--- src/pcs_pkg.sv ---
// ----------------------------------------------------------------------------
// pcs_pkg
// Types, constants and the color remap shared by the pipe color code stripper.
// ----------------------------------------------------------------------------
package pcs_pkg;

    localparam logic [7:0] PIPE_CHAR  = 8'h7C;
    localparam logic [7:0] ZERO_CHAR  = 8'h30;
    localparam logic [7:0] NINE_CHAR  = 8'h39;
    localparam logic [4:0] DEF_COLOR  = 5'd16;
    localparam logic [6:0] MAX_CODE   = 7'd31;
    localparam logic [6:0] BG_BASE    = 7'd16;

    // DOS palette order to terminal palette order
    localparam logic [2:0] DOS_TO_TERM [8] = '{3'd0, 3'd4, 3'd2, 3'd6,
                                               3'd1, 3'd5, 3'd3, 3'd7};

    typedef enum logic [1:0] {
        KIND_TEXT = 2'd0,
        KIND_RUN  = 2'd1,
        KIND_END  = 2'd2
    } t_kind;

    typedef enum logic [1:0] {
        HOLD_NONE  = 2'd0,
        HOLD_PIPE  = 2'd1,
        HOLD_DIGIT = 2'd2
    } t_hold;

    // One classified item: optional color change, up to three text bytes,
    // optional end marker, in that order.
    typedef struct packed {
        logic            run;
        logic [11:0]     pos;
        logic [4:0]      fore;
        logic [4:0]      back;
        logic [1:0]      n_text;
        logic [2:0][7:0] text;
        logic            fin;
    } t_cmd;

    localparam int CMD_W = $bits(t_cmd);

endpackage

--- src/pcs_front.sv ---
// ----------------------------------------------------------------------------
// pcs_front
// Parses pipe codes, tracks colors and text offset, emits one command per item.
// ----------------------------------------------------------------------------
module pcs_front
    import pcs_pkg::*;
#(
    parameter int MAX_LINE = 4096
) (
    input  logic       i_clk,
    input  logic       i_rst_n,
    input  logic       i_take,
    input  logic [7:0] i_char,
    input  logic       i_end,
    output logic       o_push,
    output t_cmd       o_cmd
);

    localparam int OFF_W = $clog2(MAX_LINE);
    localparam logic [OFF_W+1:0] OFF_MAX = (OFF_W + 2)'(MAX_LINE - 1);

    t_hold            r_hold, n_hold;
    logic [3:0]       r_digit, n_digit;
    logic [4:0]       r_fore, n_fore;
    logic [4:0]       r_back, n_back;
    logic             r_pend, n_pend;
    logic [OFF_W-1:0] r_off, n_off;

    logic       is_dig;
    logic [3:0] dval;
    logic [6:0] code;
    logic       plain_hold;
    logic [OFF_W+1:0] off_sum;

    always_ff @(posedge i_clk) begin
        if (!i_rst_n) begin
            r_hold  <= HOLD_NONE;
            r_digit <= '0;
            r_fore  <= DEF_COLOR;
            r_back  <= DEF_COLOR;
            r_pend  <= 1'b0;
            r_off   <= '0;
        end else if (i_take) begin
            r_hold  <= n_hold;
            r_digit <= n_digit;
            r_fore  <= n_fore;
            r_back  <= n_back;
            r_pend  <= n_pend;
            r_off   <= n_off;
        end
    end

    always_comb begin
        is_dig     = (i_char >= ZERO_CHAR) && (i_char <= NINE_CHAR);
        dval       = 4'(i_char - ZERO_CHAR);
        code       = {r_digit, 3'b000} + {2'b00, r_digit, 1'b0} + {3'b000, dval};
        plain_hold = (i_char == PIPE_CHAR) && !i_end;

        n_hold  = HOLD_NONE;
        n_digit = r_digit;
        n_fore  = r_fore;
        n_back  = r_back;
        n_pend  = r_pend;
        o_cmd   = '0;

        unique case (r_hold)
            HOLD_NONE: begin
                if (plain_hold) begin
                    n_hold = HOLD_PIPE;
                end else begin
                    o_cmd.text[0] = i_char;
                    o_cmd.n_text  = 2'd1;
                end
            end
            HOLD_PIPE: begin
                o_cmd.text[0] = PIPE_CHAR;
                if (is_dig && !i_end) begin
                    o_cmd.text[0] = '0;
                    n_hold        = HOLD_DIGIT;
                    n_digit       = dval;
                end else if (!is_dig && plain_hold) begin
                    n_hold       = HOLD_PIPE;
                    o_cmd.n_text = 2'd1;
                end else begin
                    o_cmd.text[1] = i_char;
                    o_cmd.n_text  = 2'd2;
                end
            end
            HOLD_DIGIT: begin
                if (is_dig && code <= MAX_CODE) begin
                    // complete code: apply, the change waits for the next text byte
                    if (code < BG_BASE) begin
                        n_fore = {1'b0, code[3], DOS_TO_TERM[code[2:0]]};
                    end else begin
                        n_back = {1'b0, code[3], DOS_TO_TERM[code[2:0]]};
                    end
                    n_pend = 1'b1;
                end else begin
                    o_cmd.text[0] = PIPE_CHAR;
                    o_cmd.text[1] = ZERO_CHAR + {4'h0, r_digit};
                    if (!is_dig && plain_hold) begin
                        n_hold       = HOLD_PIPE;
                        o_cmd.n_text = 2'd2;
                    end else begin
                        o_cmd.text[2] = i_char;
                        o_cmd.n_text  = 2'd3;
                    end
                end
            end
            default: begin
                n_hold = HOLD_NONE;
            end
        endcase

        // pending change goes out just ahead of the first text byte
        if (o_cmd.n_text != 2'd0 && r_pend) begin
            o_cmd.run  = 1'b1;
            o_cmd.pos  = 12'(r_off);
            o_cmd.fore = r_fore;
            o_cmd.back = r_back;
            n_pend     = 1'b0;
        end

        off_sum = {2'b00, r_off} + {OFF_W'(0), o_cmd.n_text};
        n_off   = (off_sum > OFF_MAX) ? OFF_MAX[OFF_W-1:0] : off_sum[OFF_W-1:0];

        o_cmd.fin = i_end;
        if (i_end) begin
            n_hold  = HOLD_NONE;
            n_digit = '0;
            n_fore  = DEF_COLOR;
            n_back  = DEF_COLOR;
            n_pend  = 1'b0;
            n_off   = '0;
        end

        o_push = i_take && (o_cmd.fin || o_cmd.n_text != 2'd0);
    end

endmodule

--- src/pcs_queue.sv ---
// ----------------------------------------------------------------------------
// pcs_queue
// Two-entry command queue between parser and result sequencer.
// ----------------------------------------------------------------------------
module pcs_queue
    import pcs_pkg::*;
(
    input  logic i_clk,
    input  logic i_rst_n,
    input  logic i_push,
    input  t_cmd i_cmd,
    input  logic i_pop,
    output logic o_full,
    output logic o_valid,
    output t_cmd o_cmd
);

    t_cmd       r_mem [2];
    logic       r_wptr, r_rptr;
    logic [1:0] r_count;

    always_ff @(posedge i_clk) begin
        if (i_push) begin
            r_mem[r_wptr] <= i_cmd;
        end
    end

    always_ff @(posedge i_clk) begin
        if (!i_rst_n) begin
            r_wptr  <= 1'b0;
            r_rptr  <= 1'b0;
            r_count <= 2'd0;
        end else begin
            if (i_push) begin
                r_wptr <= ~r_wptr;
            end
            if (i_pop) begin
                r_rptr <= ~r_rptr;
            end
            r_count <= r_count + {1'b0, i_push} - {1'b0, i_pop};
        end
    end

    assign o_full  = (r_count == 2'd2);
    assign o_valid = (r_count != 2'd0);
    assign o_cmd   = r_mem[r_rptr];

endmodule

--- src/pcs_back.sv ---
// ----------------------------------------------------------------------------
// pcs_back
// Expands each command into registered result items, one per cycle unless stalled.
// ----------------------------------------------------------------------------
module pcs_back
    import pcs_pkg::*;
(
    input  logic        i_clk,
    input  logic        i_rst_n,
    input  logic        i_valid,
    input  t_cmd        i_cmd,
    output logic        o_pop,
    input  logic        i_ready,
    output logic        o_valid,
    output t_kind       o_kind,
    output logic [7:0]  o_char,
    output logic [11:0] o_pos,
    output logic [4:0]  o_fore,
    output logic [4:0]  o_back,
    output logic        o_last
);

    logic [2:0]  r_step;
    logic        r_valid;
    t_kind       r_kind, n_kind;
    logic [7:0]  r_char, n_char;
    logic [11:0] r_pos, n_pos;
    logic [4:0]  r_fore, n_fore;
    logic [4:0]  r_back, n_back;
    logic        r_last, n_last;

    logic       load;
    logic [2:0] total;
    logic [2:0] tidx;

    always_comb begin
        load  = i_valid && (!r_valid || i_ready);
        total = {2'b00, i_cmd.run} + {1'b0, i_cmd.n_text} + {2'b00, i_cmd.fin};
        tidx  = r_step - {2'b00, i_cmd.run};
        n_kind = KIND_END;
        n_char = '0;
        n_pos  = '0;
        n_fore = '0;
        n_back = '0;
        priority if (i_cmd.run && r_step == 3'd0) begin
            n_kind = KIND_RUN;
            n_pos  = i_cmd.pos;
            n_fore = i_cmd.fore;
            n_back = i_cmd.back;
        end else if (tidx < {1'b0, i_cmd.n_text}) begin
            n_kind = KIND_TEXT;
            n_char = i_cmd.text[tidx[1:0]];
        end else begin
            n_kind = KIND_END;
        end
        n_last = (r_step == total - 3'd1);
        o_pop  = load && n_last;
    end

    always_ff @(posedge i_clk) begin
        if (!i_rst_n) begin
            r_step  <= 3'd0;
            r_valid <= 1'b0;
        end else begin
            if (load) begin
                r_step <= n_last ? 3'd0 : r_step + 3'd1;
            end
            if (load) begin
                r_valid <= 1'b1;
            end else if (i_ready) begin
                r_valid <= 1'b0;
            end
        end
    end

    always_ff @(posedge i_clk) begin
        if (load) begin
            r_kind <= n_kind;
            r_char <= n_char;
            r_pos  <= n_pos;
            r_fore <= n_fore;
            r_back <= n_back;
            r_last <= n_last;
        end
    end

    assign o_valid = r_valid;
    assign o_kind  = r_kind;
    assign o_char  = r_char;
    assign o_pos   = r_pos;
    assign o_fore  = r_fore;
    assign o_back  = r_back;
    assign o_last  = r_last;

endmodule

--- src/pipe_color_code_stripper.sv ---
// ----------------------------------------------------------------------------
// pipe_color_code_stripper
// Strips pipe color codes from a line of text and emits color change runs.
// ----------------------------------------------------------------------------
// Usage:
//   Slave channel: one byte per transfer in s_tdata, s_tlast on the line's
//   final byte. Master channel: result items; m_tuser gives the kind (text,
//   color change, end of line), m_tlast marks the last result of one input.
//   A pipe plus two digits with value up to 31 becomes a color change that is
//   sent just ahead of the next text byte; other bytes pass through as text.
//   Pipeline: the parser writes the queue at the input transfer edge and the
//   output register loads from the queue once the output is free. Throughput:
//   the result sequencer sends one result per cycle while m_tready is high, so
//   an input holds it for as many results as it causes (plain text one, a
//   failed code with a pending change and line end up to five); the parser
//   takes a byte every cycle while the two-entry queue has room.
//   Reset (synchronous, active low) clears the held code, colors to default,
//   the offset, queue and output register. When the receiver stalls, the
//   output register holds its result, the queue fills and s_tready drops.
// ----------------------------------------------------------------------------
module pipe_color_code_stripper
    import pcs_pkg::*;
#(
    parameter int MAX_LINE = 4096
) (
    input  logic        i_clk,
    input  logic        i_rst_n,
    // slave side
    input  logic        s_tvalid,
    output logic        s_tready,
    input  logic [7:0]  s_tdata,   // [7:0] char_in
    input  logic        s_tlast,   // line_end
    // master side
    output logic        m_tvalid,
    input  logic        m_tready,
    output logic [31:0] m_tdata,   // [7:0] char_out, [19:8] run_position,
                                   // [24:20] fore, [29:25] back, [31:30] zero
    output logic [1:0]  m_tuser,   // [1:0] kind
    output logic        m_tlast    // run_last
);

    logic  take;
    logic  push;
    logic  pop;
    logic  q_full;
    logic  q_valid;
    t_cmd  f_cmd;
    t_cmd  q_cmd;
    t_kind kind;
    logic [7:0]  char_out;
    logic [11:0] run_pos;
    logic [4:0]  fore;
    logic [4:0]  back;

    // accept a byte whenever the queue has a free slot
    assign s_tready = !q_full;
    assign take     = s_tvalid && s_tready;

    pcs_front #(
        .MAX_LINE(MAX_LINE)
    ) u_front (
        .i_clk  (i_clk),
        .i_rst_n(i_rst_n),
        .i_take (take),
        .i_char (s_tdata),
        .i_end  (s_tlast),
        .o_push (push),
        .o_cmd  (f_cmd)
    );

    pcs_queue u_queue (
        .i_clk  (i_clk),
        .i_rst_n(i_rst_n),
        .i_push (push),
        .i_cmd  (f_cmd),
        .i_pop  (pop),
        .o_full (q_full),
        .o_valid(q_valid),
        .o_cmd  (q_cmd)
    );

    pcs_back u_back (
        .i_clk  (i_clk),
        .i_rst_n(i_rst_n),
        .i_valid(q_valid),
        .i_cmd  (q_cmd),
        .o_pop  (pop),
        .i_ready(m_tready),
        .o_valid(m_tvalid),
        .o_kind (kind),
        .o_char (char_out),
        .o_pos  (run_pos),
        .o_fore (fore),
        .o_back (back),
        .o_last (m_tlast)
    );

    // pack result fields, lowest field first
    assign m_tdata = {2'b00, back, fore, run_pos, char_out};
    assign m_tuser = kind;

endmodule
--- config.mk ---
export PLATFORM = sky130hd
export DESIGN_NAME = pipe_color_code_stripper
export DESIGN_NICKNAME = d
export VERILOG_FILES = /design/src/pcs_pkg.sv /design/src/pcs_front.sv /design/src/pcs_queue.sv /design/src/pcs_back.sv /design/src/pipe_color_code_stripper.sv
export SDC_FILE = /design/constraint.sdc
export NUM_CORES = 1
export LEC_CHECK = 0
export ABC_CLOCK_PERIOD_IN_PS = 7200
export BUFFER_PORTS_ARGS = -buffer_cell sky130_fd_sc_hd__buf_2
export CELL_PAD_IN_SITES_DETAIL_PLACEMENT = 1
export CELL_PAD_IN_SITES_GLOBAL_PLACEMENT = 1
export CORE_ASPECT_RATIO = 0.7
export CORE_MARGIN = 2
export CORE_UTILIZATION = 25
export DETAILED_ROUTE_END_ITERATION = 8
export PLACE_DENSITY_LB_ADDON = 0.08
export SLEW_MARGIN = 30
export SYNTH_ARGS = -nofsm -noshare
export SYNTH_HDL_FRONTEND = slang
export SYNTH_SLANG_ARGS = --single-unit
export TNS_END_PERCENT = 20
--- constraint.sdc ---
create_clock -name i_clk -period 7.2 [get_ports i_clk]
set_input_delay 1.08 -clock i_clk [delete_from_list [all_inputs] [get_ports i_clk]]
set_output_delay 1.08 -clock i_clk [all_outputs]
set_load 0.05 [all_outputs]
==> results of run 1 <==
-- metrics by stage --
stage | hold slack (ns) | cell area (um2)
2_1_floorplan | 0.462 | 7590
3_3_place_gp | 0.493 | 8270
3_5_place_dp | 0.488 | 8280
4_1_cts | 0.501 | 8870
5_1_grt | 0.546 | 8870
6_report | 0.499 | 8870
-- sequential cells by signal, summed over array words and instances, names as in the netlist, named ones only --
| signal | flops |
|---|---|
| u_queue.r_rptr | 1 |
| u_back.o_pos | 12 |
| u_front.r_pend | 1 |
| u_back.o_char | 8 |
| u_back.o_fore | 5 |
| u_front.r_off | 12 |
| u_front.r_digit | 4 |
| u_back.o_last | 1 |
| u_back.o_back | 5 |
| u_front.r_hold | 2 |
| u_back.o_kind | 2 |
| u_front.r_fore | 5 |
| u_back.r_step | 3 |
| u_queue.r_wptr | 1 |
| u_queue.r_mem | 100 |
| u_back.o_valid | 1 |
| u_front.r_back | 5 |
| u_queue.r_count | 2 |
-- final timing paths --
check | to | slack (ns) | cells past startpoint
min | u_front.r_back[4]$_SDFFE_PN1P_ | 0.50 | 2
min reg2reg | u_front.r_back[4]$_SDFFE_PN1P_ | 0.50 | 2
max | u_front.r_off[5]$_SDFFE_PN0P_ | 2.07 | 17
max reg2reg | u_front.r_off[5]$_SDFFE_PN0P_ | 2.42 | 16
-- layout by cell type, fill, tap and decap left out, types with 4 or more instances in the layout --
cell type,n
edfxtp_1,133
buf_2,47
nor2_1,45
and2_1,38
dfxtp_1,37
mux2i_1,33
nor2b_1,25
nand2_1,24
a21oi_1,22
ha_1,22
inv_1,19
clkbuf_16,17
and3_1,14
a22oi_1,13
mux2_2,9
mux4_2,8
nand3_1,6
xnor2_1,6
buf_4,6
nor3_1,5
o221a_2,5
a31oi_1,5
a211oi_1,4
o21ai_0,4
xor2_1,4
a21o_1,4
a22o_1,4
o211ai_1,4
fa_1,4
-- worst min-delay path: stages, from the launching register on --
cell and delay [ns]:
dfxtp_1 0.32, inv_1 0.05, o211ai_1 0.08
-- layer usage --
metal,track usage [%],part of all wire [%]
met3,2.88,3.1
met4,3.63,0.84
met1,18.8,53
met2,19.0,43
met5,0,0
-- power breakdown --
part           total [uW]  internal [uW]  switching [uW]
clock                 947            522             426
sequential           1380           1310            73.5
combinational        1080            304             780
-- logic make-up after synthesis --
logic type	after synthesis	share of synthesized area, %
AND/OR/NAND/NOR	179	12.8
flip-flops	171	62.7
AO/OA/AOI/OAI	80	7.72
multiplexers	51	8.26
buffers and inverters	47	2.69
adder cells (fa/ha/maj)	26	4.68
XOR/XNOR	10	1.15
other	1	0.0494
-- final cells by class --
| type | instances | share of cell area, % |
|---|---|---|
| inverter | 19 | 0.804 |
| tap | 412 | 5.81 |
| clock buffer | 19 | 4.88 |
| multi-input combinational | 348 | 29.8 |
| sequential | 171 | 53.6 |
| timing repair buffer | 54 | 3.29 |
| clock inverter | 13 | 1.81 |
==> metrics.cfg, run 1 <==
[synthesis]
ys_warn_count = 0
synth_common_cells = edfxtp_1 (133), nor2_1 (46), and2_1 (38), dfxtp_1 (38), mux2i_1 (33)
synth_cell_types = 57
synthArstFlopShare_pct = 0
synth_edf_count = 133
synth_area_mm2 = 0.00759
synth_flop_cell = edfxtp_1
synthCells = 565
ys_ff_latch = 171
synth.most_common_cell = edfxtp_1
synth-seq-area-share_pct = 62.7
synth_top_area_share_pct = 52.6
synth_top_area_cell = edfxtp_1
synthTopCellsByArea = edfxtp_1 (53%), dfxtp_1 (10%), mux2i_1 (4.4%), ha_1 (3.6%), and2_1 (3.1%)
avgSynthCellArea_um2 = 13.4

[timing]
skew_ns = 0.0152
slew_viol_final = 0
slew_headroom_pct = 40.0
setup_ws_ns = 2.07
rsz0062_at_grt = no
setup_viol_count_final = 0
period_share_pct = 71.3
worst_pin_slew_ns = 0.898
period_minus_slack_ns = 5.13
fmax_mhz = 195
tns_ns = 0
hold_viol = 0

[drt]
avgRoutedWirePerCell_um = 18.9
ant_nets = 0
via_per_inst = 4.43
first_pass_iters = 4
drc = 0
drt_iter0_markers = 251
vias = 4589
totalWireLength_um = 19600

[die]
initial_core_util_pct = 25.4
fp.dieH_um = 150
num_rows = 53
die_area_mm2 = 0.0318
pin_count = 50
core_area_mm2 = 0.0299
die_w_um = 212

[layout]
multi_input_area_mm2 = 0.00264
diodes = 0
fin_util_pct = 29.7
areaGrowthSynthToFinish_pct = 16.9
final_nets = 650
regArea_mm2 = 0.00476
fill_cells = 3206
finalNonFillerCells = 1036
drive_gt1_share_pct = 19.1

[setup_path]
crit_top_cell = and3_1
slowest_stage = fa_1
path_delay_family = adder cells
r2r_start = u_front.r_digit[0]$_SDFFE_PN0P_
required_ns = 7.51
path_cells = buf_2 -> fa_1 -> ha_1 -> a211oi_1 -> o21ba_2 -> o221ai_2 -> and3_1 -> nor2_1 -> nor2_1 -> ha_1 -> fa_1 -> and3_1 -> and3_1 -> nand2b_1 -> and2_1 -> a31oi_1 -> o221a_2
startpoint = s_tdata[3]
crit_path_start_kind = input port
worstPathArrival_ns = 5.44
path_class = in -> reg
cp_slowest_stage_delay_ns = 0.55
cp-end-kind = register
crit_fanout = 10
path_buf_inv = 1

[clocking]
worstSkewPairLatency_ns = 0.43
post_cts_buffers = 0
cts-resized-gates = 0
cts_hold_buf = 0
htreeDepth = 4
cts_buffers = 17
cts.reportedPaths.clkPinSlew_ns = 0.07
clock-sinks = 171
cts_max_path_buffers = 2
cts_tree = done
cts_root_buf = clkbuf_16

[power]
total_power_uw = 3410
powerDensity_mw_per_mm2 = 385
leakage_uw = 0.00324
peakVddDrop_mv = 0.140

[outcome]
status = complete, no violations

[placed_design]
gp_routability_congestion = 0.737
port_buffers = 47
pre_cts_slack_ns = 1.62
hpwl_um = 13500
dp_cells = 1004

[grt]
antenna_found_initial = 0
grt_pass1_wl_um = 30000
grt_use_total_pct = 12.9
overflow = 0
grt_max_degree = 43
grt_pass1_vias = 4958

[job]
drv_cap = 0

[worst_hold_path]
min_path_type = reg -> reg
min_from = u_front.r_back[4]$_SDFFE_PN1P_

No activity file was read; power rests on OpenSTA's default activity.
==> run 2: changes to the inputs <==
--- a/config.mk
+++ b/config.mk
@@ -5,7 +5,7 @@
 export SDC_FILE = /design/constraint.sdc
 export NUM_CORES = 1
 export LEC_CHECK = 0
-export ABC_CLOCK_PERIOD_IN_PS = 7200
+export ABC_CLOCK_PERIOD_IN_PS = 4970
 export BUFFER_PORTS_ARGS = -buffer_cell sky130_fd_sc_hd__buf_2
 export CELL_PAD_IN_SITES_DETAIL_PLACEMENT = 1
 export CELL_PAD_IN_SITES_GLOBAL_PLACEMENT = 1
==> constraint.sdc (replaced) <==
create_clock -name i_clk -period 4.97 [get_ports i_clk]
set_input_delay 0.7455 -clock i_clk [delete_from_list [all_inputs] [get_ports i_clk]]
set_output_delay 0.7455 -clock i_clk [all_outputs]
set_load 0.05 [all_outputs]
==> metrics.cfg, run 2 (same netlist as run 1, synthesis figures left out) <==
[grt]
overflow = 0
grt_max_degree = 43
grt_use_total_pct = 12.7
antenna_found_initial = 0
grt_pass1_vias = 4868
grt_pass1_wl_um = 29400

[layout]
final_nets = 657
largest_register_ff_count = 100
fin_util_pct = 29.8
top_register = u_queue.r_mem
final_common_cell = edfxtp_1
mostFrequentLayoutCells = edfxtp_1 (133), buf_2 (47), nor2_1 (45)
drive_gt1_share_pct = 20.1
areaGrowthSynthToFinish_pct = 17.5
diodes = 0

[timing]
slew_headroom_pct = 34.7
tns_ns = 0
worst_pin_slew_ns = 0.977
setup_viol_count_final = 0
period_share_pct = 88.8
hold_viol = 0
period_minus_slack_ns = 4.41
fmax_mhz = 227
skew_ns = 0.0115
slew_viol_final = 0
setup_ws_ns = 0.556
rsz0062_at_grt = no

[outcome]
status = complete, no violations

[drt]
avgRoutedWirePerCell_um = 18.3
drc = 0
totalWireLength_um = 19100
drt_iter0_markers = 208
first_pass_iters = 4
ant_nets = 0
via_per_inst = 4.42
vias = 4612

[clocking]
cts_hold_buf = 0
cts.reportedPaths.clkPinSlew_ns = 0.08
cts_buffers = 17
cts_tree = done
worstSkewPairLatency_ns = 0.44
cts-resized-gates = 0
cts_max_path_buffers = 2
clock-sinks = 171
post_cts_buffers = 0
htreeDepth = 4
cts_root_buf = clkbuf_16

[placed_design]
port_buffers = 47
hpwl_um = 13300
pre_cts_slack_ns = 0.112
gp_routability_congestion = 0.760

[setup_path]
required_ns = 5.30
worstPathArrival_ns = 4.74
cp-end-kind = register
crit_fanout = 7
path_class = in -> reg
crit_path_start_kind = input port

[die]
core_area_mm2 = 0.0299
num_rows = 53
pin_count = 50
die_area_mm2 = 0.0318
initial_core_util_pct = 25.4
fp.dieH_um = 150
die_w_um = 212

[power]
peakVddDrop_mv = 0.218
total_power_uw = 4870
leakage_uw = 0.00327
powerDensity_mw_per_mm2 = 546

[worst_hold_path]
min_path_type = reg -> reg

[job]
drv_cap = 0

## run 2: through the flow
stage | std cells | instance area (um2) | hold WS [ns]
3_3_place_gp | 1011 | 8330 | 0.492
4_1_cts | 1043 | 8910 | 0.504
2_1_floorplan | 566 | 7600 | 0.462
5_1_grt | 1043 | 8910 | 0.519
6_report | 1043 | 8910 | 0.497
3_5_place_dp | 1011 | 8330 | 0.492
## run 2: worst max-delay path, stage by stage
cell and delay (ns):
buf_2 0.15, fa_1 0.54, fa_1 0.52, nand3_1 0.14, and3b_1 0.18, o221ai_2 0.10, and3_1 0.29, nor2_1 0.13
nor2_1 0.08, ha_1 0.27, fa_1 0.44, and3_1 0.26, and3_1 0.24, nand2b_1 0.13, and2_1 0.19, a31oi_1 0.10
o221a_2 0.25
## run 2: report_power, final
group          internal [uW]  switching (uW)
clock                    669             641
sequential              1890            77.0
combinational            444            1140
## run 2: layout make-up
cell class                      instances  area (um2)
Clock inverter                         15         154
Timing Repair Buffer                   61         340
Fill cell                            3191       21000
Multi-Input combinational cell        348        2650
Sequential cell                       171        4760
Inverter                               19        71.3
Clock buffer                           17         425
Tap cell                              412         515
## run 2: final timing paths
path / slack (ns) / end / startpoint / cells after the start
setup reg to reg: 0.59 / u_front.r_off[5]$_SDFFE_PN0P_ / u_front.r_digit[0]$_SDFFE_PN0P_ / 16
hold / removal: 0.50 / u_front.r_fore[4]$_SDFFE_PN1P_ / u_front.r_fore[4]$_SDFFE_PN1P_ / 2
setup / recovery: 0.56 / u_front.r_off[5]$_SDFFE_PN0P_ / s_tdata[3] / 17
hold reg to reg: 0.50 / u_front.r_fore[4]$_SDFFE_PN1P_ / u_front.r_fore[4]$_SDFFE_PN1P_ / 2
## run 2: metal layers
| metal | up-vias | GRT usage (%) | wire [um] |
|---|---|---|---|
| met1 | 2355 | 18.0 | 9990 |
| met4 | 0 | 4.51 | 248 |
| met2 | 60 | 18.7 | 8190 |
| met3 | 10 | 3.06 | 645 |
| li1 | 2187 | - | - |
| met5 | - | 0 | 0 |
==> run 3: changes to the inputs <==
--- a/config.mk
+++ b/config.mk
@@ -5,6 +5,7 @@
 export SDC_FILE = /design/constraint.sdc
 export NUM_CORES = 1
 export LEC_CHECK = 0
+export ABC_AREA = 1
 export ABC_CLOCK_PERIOD_IN_PS = 4970
 export BUFFER_PORTS_ARGS = -buffer_cell sky130_fd_sc_hd__buf_2
 export CELL_PAD_IN_SITES_DETAIL_PLACEMENT = 1
==> metrics.cfg, run 3 <==
[synthesis]
synth.most_common_cell = nand2_1
ys_warn_count = 0
ys_ff_latch = 171
synth_area_mm2 = 0.00779
synth_cell_types = 45
synth-seq-area-share_pct = 61.1
synth_common_cells = nand2_1 (137), edfxtp_1 (133), inv_1 (72), a21oi_1 (66), nor2_1 (51)
synthCells = 725
synthArstFlopShare_pct = 0
synth_edf_count = 133
synth_flop_cell = edfxtp_1
synth_top_area_cell = edfxtp_1
synthTopCellsByArea = edfxtp_1 (51%), dfxtp_1 (9.8%), nand2_1 (6.6%), a21oi_1 (4.2%), ha_1 (3.5%)
synth_top_area_share_pct = 51.3
avgSynthCellArea_um2 = 10.7

[placed_design]
hpwl_um = 14500
port_buffers = 47
postPlaceCellArea_mm2 = 0.00850
gp_routability_congestion = 0.781

[setup_path]
crit_fanout = 8
path_buf_inv = 3
path_cells = fa_1 -> fa_1 -> nand2_1 -> nand2_1 -> nand3_1 -> nand2_1 -> inv_2 -> nand3_4 -> nand3_4 -> nand2_2 -> nand2_4 -> inv_1 -> ha_1 -> fa_1 -> nand2_1 -> nor2_2 -> nand4_1 -> nor3_2 -> nand2_1 -> inv_1 -> o21ai_0 -> a21oi_1
path_class = reg -> reg
slowest_stage = fa_1
crit_top_cell = nand2_1
cp_slowest_stage_delay_ns = 0.51
r2r_slack_ns = 0.93
worstPathArrival_ns = 4.32
crit_path_start_kind = register
path_delay_family = adder cells
cp-end-kind = register
required_ns = 5.25

[timing]
period_share_pct = 81.3
period_minus_slack_ns = 4.04
slew_headroom_pct = 39.5
skew_ns = 0.0110
rsz0062_at_grt = no
fmax_mhz = 248
setup_viol_count_final = 0
worst_pin_slew_ns = 0.907
hold_viol = 0
slew_viol_final = 0
tns_ns = 0

[grt]
grt_max_degree = 51
antenna_found_initial = 1
top_usage_layer = met1
overflow = 0
grt_pass1_wl_um = 31700
met3_usage_pct = 3.07
met2_usage_pct = 18.9
grt_use_total_pct = 13.1
grt_pass1_vias = 5392
gr-usage-met1_pct = 19.5

[drt]
totalWireLength_um = 20300
drt_iter0_markers = 298
drc = 0
ant_nets = 0
avgRoutedWirePerCell_um = 16.8
vias = 5179
via_per_inst = 4.29
first_pass_iters = 4

[layout]
final_nets = 813
final_common_cell = nand2_1
diodes = 0
top_register = u_queue.r_mem
fill_cells = 3517
drive_gt1_share_pct = 18.2
final_cell_area_mm2 = 0.00909
mostFrequentLayoutCells = nand2_1 (137), edfxtp_1 (133), inv_1 (71)
largest_register_ff_count = 100
areaGrowthSynthToFinish_pct = 16.7

[die]
die_area_mm2 = 0.0326
core_area_mm2 = 0.0309
fp.dieH_um = 152
num_rows = 54
die_w_um = 215
pin_count = 50
initial_core_util_pct = 25.2

[clocking]
clock-sinks = 171
htreeDepth = 4
cts_buffers = 17
cts_hold_buf = 0
cts-resized-gates = 0
cts_max_path_buffers = 2
cts.reportedPaths.clkPinSlew_ns = 0.07
cts_root_buf = clkbuf_16
cts_tree = done
worstSkewPairLatency_ns = 0.44
post_cts_buffers = 0

[job]
drv_cap = 0

[worst_hold_path]
min_path_type = reg -> reg

[power]
total_power_uw = 5190
leakage_uw = 0.00336
peakVddDrop_mv = 0.366
powerDensity_mw_per_mm2 = 571

[outcome]
status = complete, no violations

run 3: final cells by class:
| cell class | instances | area (um2) | area share, % |
|---|---|---|---|
| clock inverters | 15 | 159 | 1.75 |
| clock buffers | 17 | 425 | 4.68 |
| multi-input cells | 447 | 2600 | 28.6 |
| flip-flops and latches | 171 | 4750 | 52.3 |
| inverters | 84 | 315 | 3.47 |
| repair buffers | 53 | 305 | 3.36 |
| well taps | 420 | 526 | 5.78 |
run 3: worst reg2reg max path: cells and delay by family (launching register included):
family,cells,cell delay [ns]
fa+ha+maj,4,1.65
flops,1,0.48
buf+inv,3,0.29
simple gates,13,1.21
compound gates,2,0.26
run 3: path summary, 6_finish.rpt:
kind,start,end,cells after the start
hold reg to reg,u_queue.r_rptr$_SDFFE_PN0P_,u_queue.r_rptr$_SDFFE_PN0P_,1
setup / recovery,u_front.r_digit[2]$_SDFFE_PN0P_,u_front.r_off[7]$_SDFFE_PN0P_,22
setup reg to reg,u_front.r_digit[2]$_SDFFE_PN0P_,u_front.r_off[7]$_SDFFE_PN0P_,22
hold / removal,u_queue.r_rptr$_SDFFE_PN0P_,u_queue.r_rptr$_SDFFE_PN0P_,1
run 3: stage by stage:
| step | setup slack (ns) | cells | utilization (%) | hold WS [ns] |
|---|---|---|---|---|
| 2_1_floorplan | 0.783 | 726 | - | 0.419 |
| 6_report | 0.930 | 1207 | 29.4 | 0.459 |
| 5_1_grt | 0.581 | 1207 | 29.4 | 0.492 |
| 3_3_place_gp | 0.555 | 1175 | 27.5 | 0.444 |
| 3_5_place_dp | 0.482 | 1175 | 27.5 | 0.456 |
| 4_1_cts | 0.877 | 1207 | 29.4 | 0.466 |
run 3: kinds of logic (layout without fill, tap and decap cells):
| logic type | after synthesis | after routing | synth area share [%] |
|---|---|---|---|
| and+or+nand+nor | 258 | 258 | 16.7 |
| adders and majority gates | 26 | 26 | 4.56 |
| AOI/OAI and AO/OA | 151 | 151 | 10.6 |
| muxes | 1 | 1 | 0.129 |
| DFF | 171 | 171 | 61.1 |
| xor gates and xnor gates | 9 | 9 | 1.01 |
| buffers and inverters | 108 | 169 | 5.83 |
| other | 1 | 2 | 0.0482 |
run 3: routing by layer:
metal	share of wire [%]	vias to the layer above
li1	-	2553
met1	54	2553
met2	40	57
met3	4.4	16
met4	0.93	0
met5	0	-
run 3: where the power goes:
part	switching (uW)	internal (uW)
clock network	629	711
logic	1430	449
registers	70.0	1900
total	2130	3060
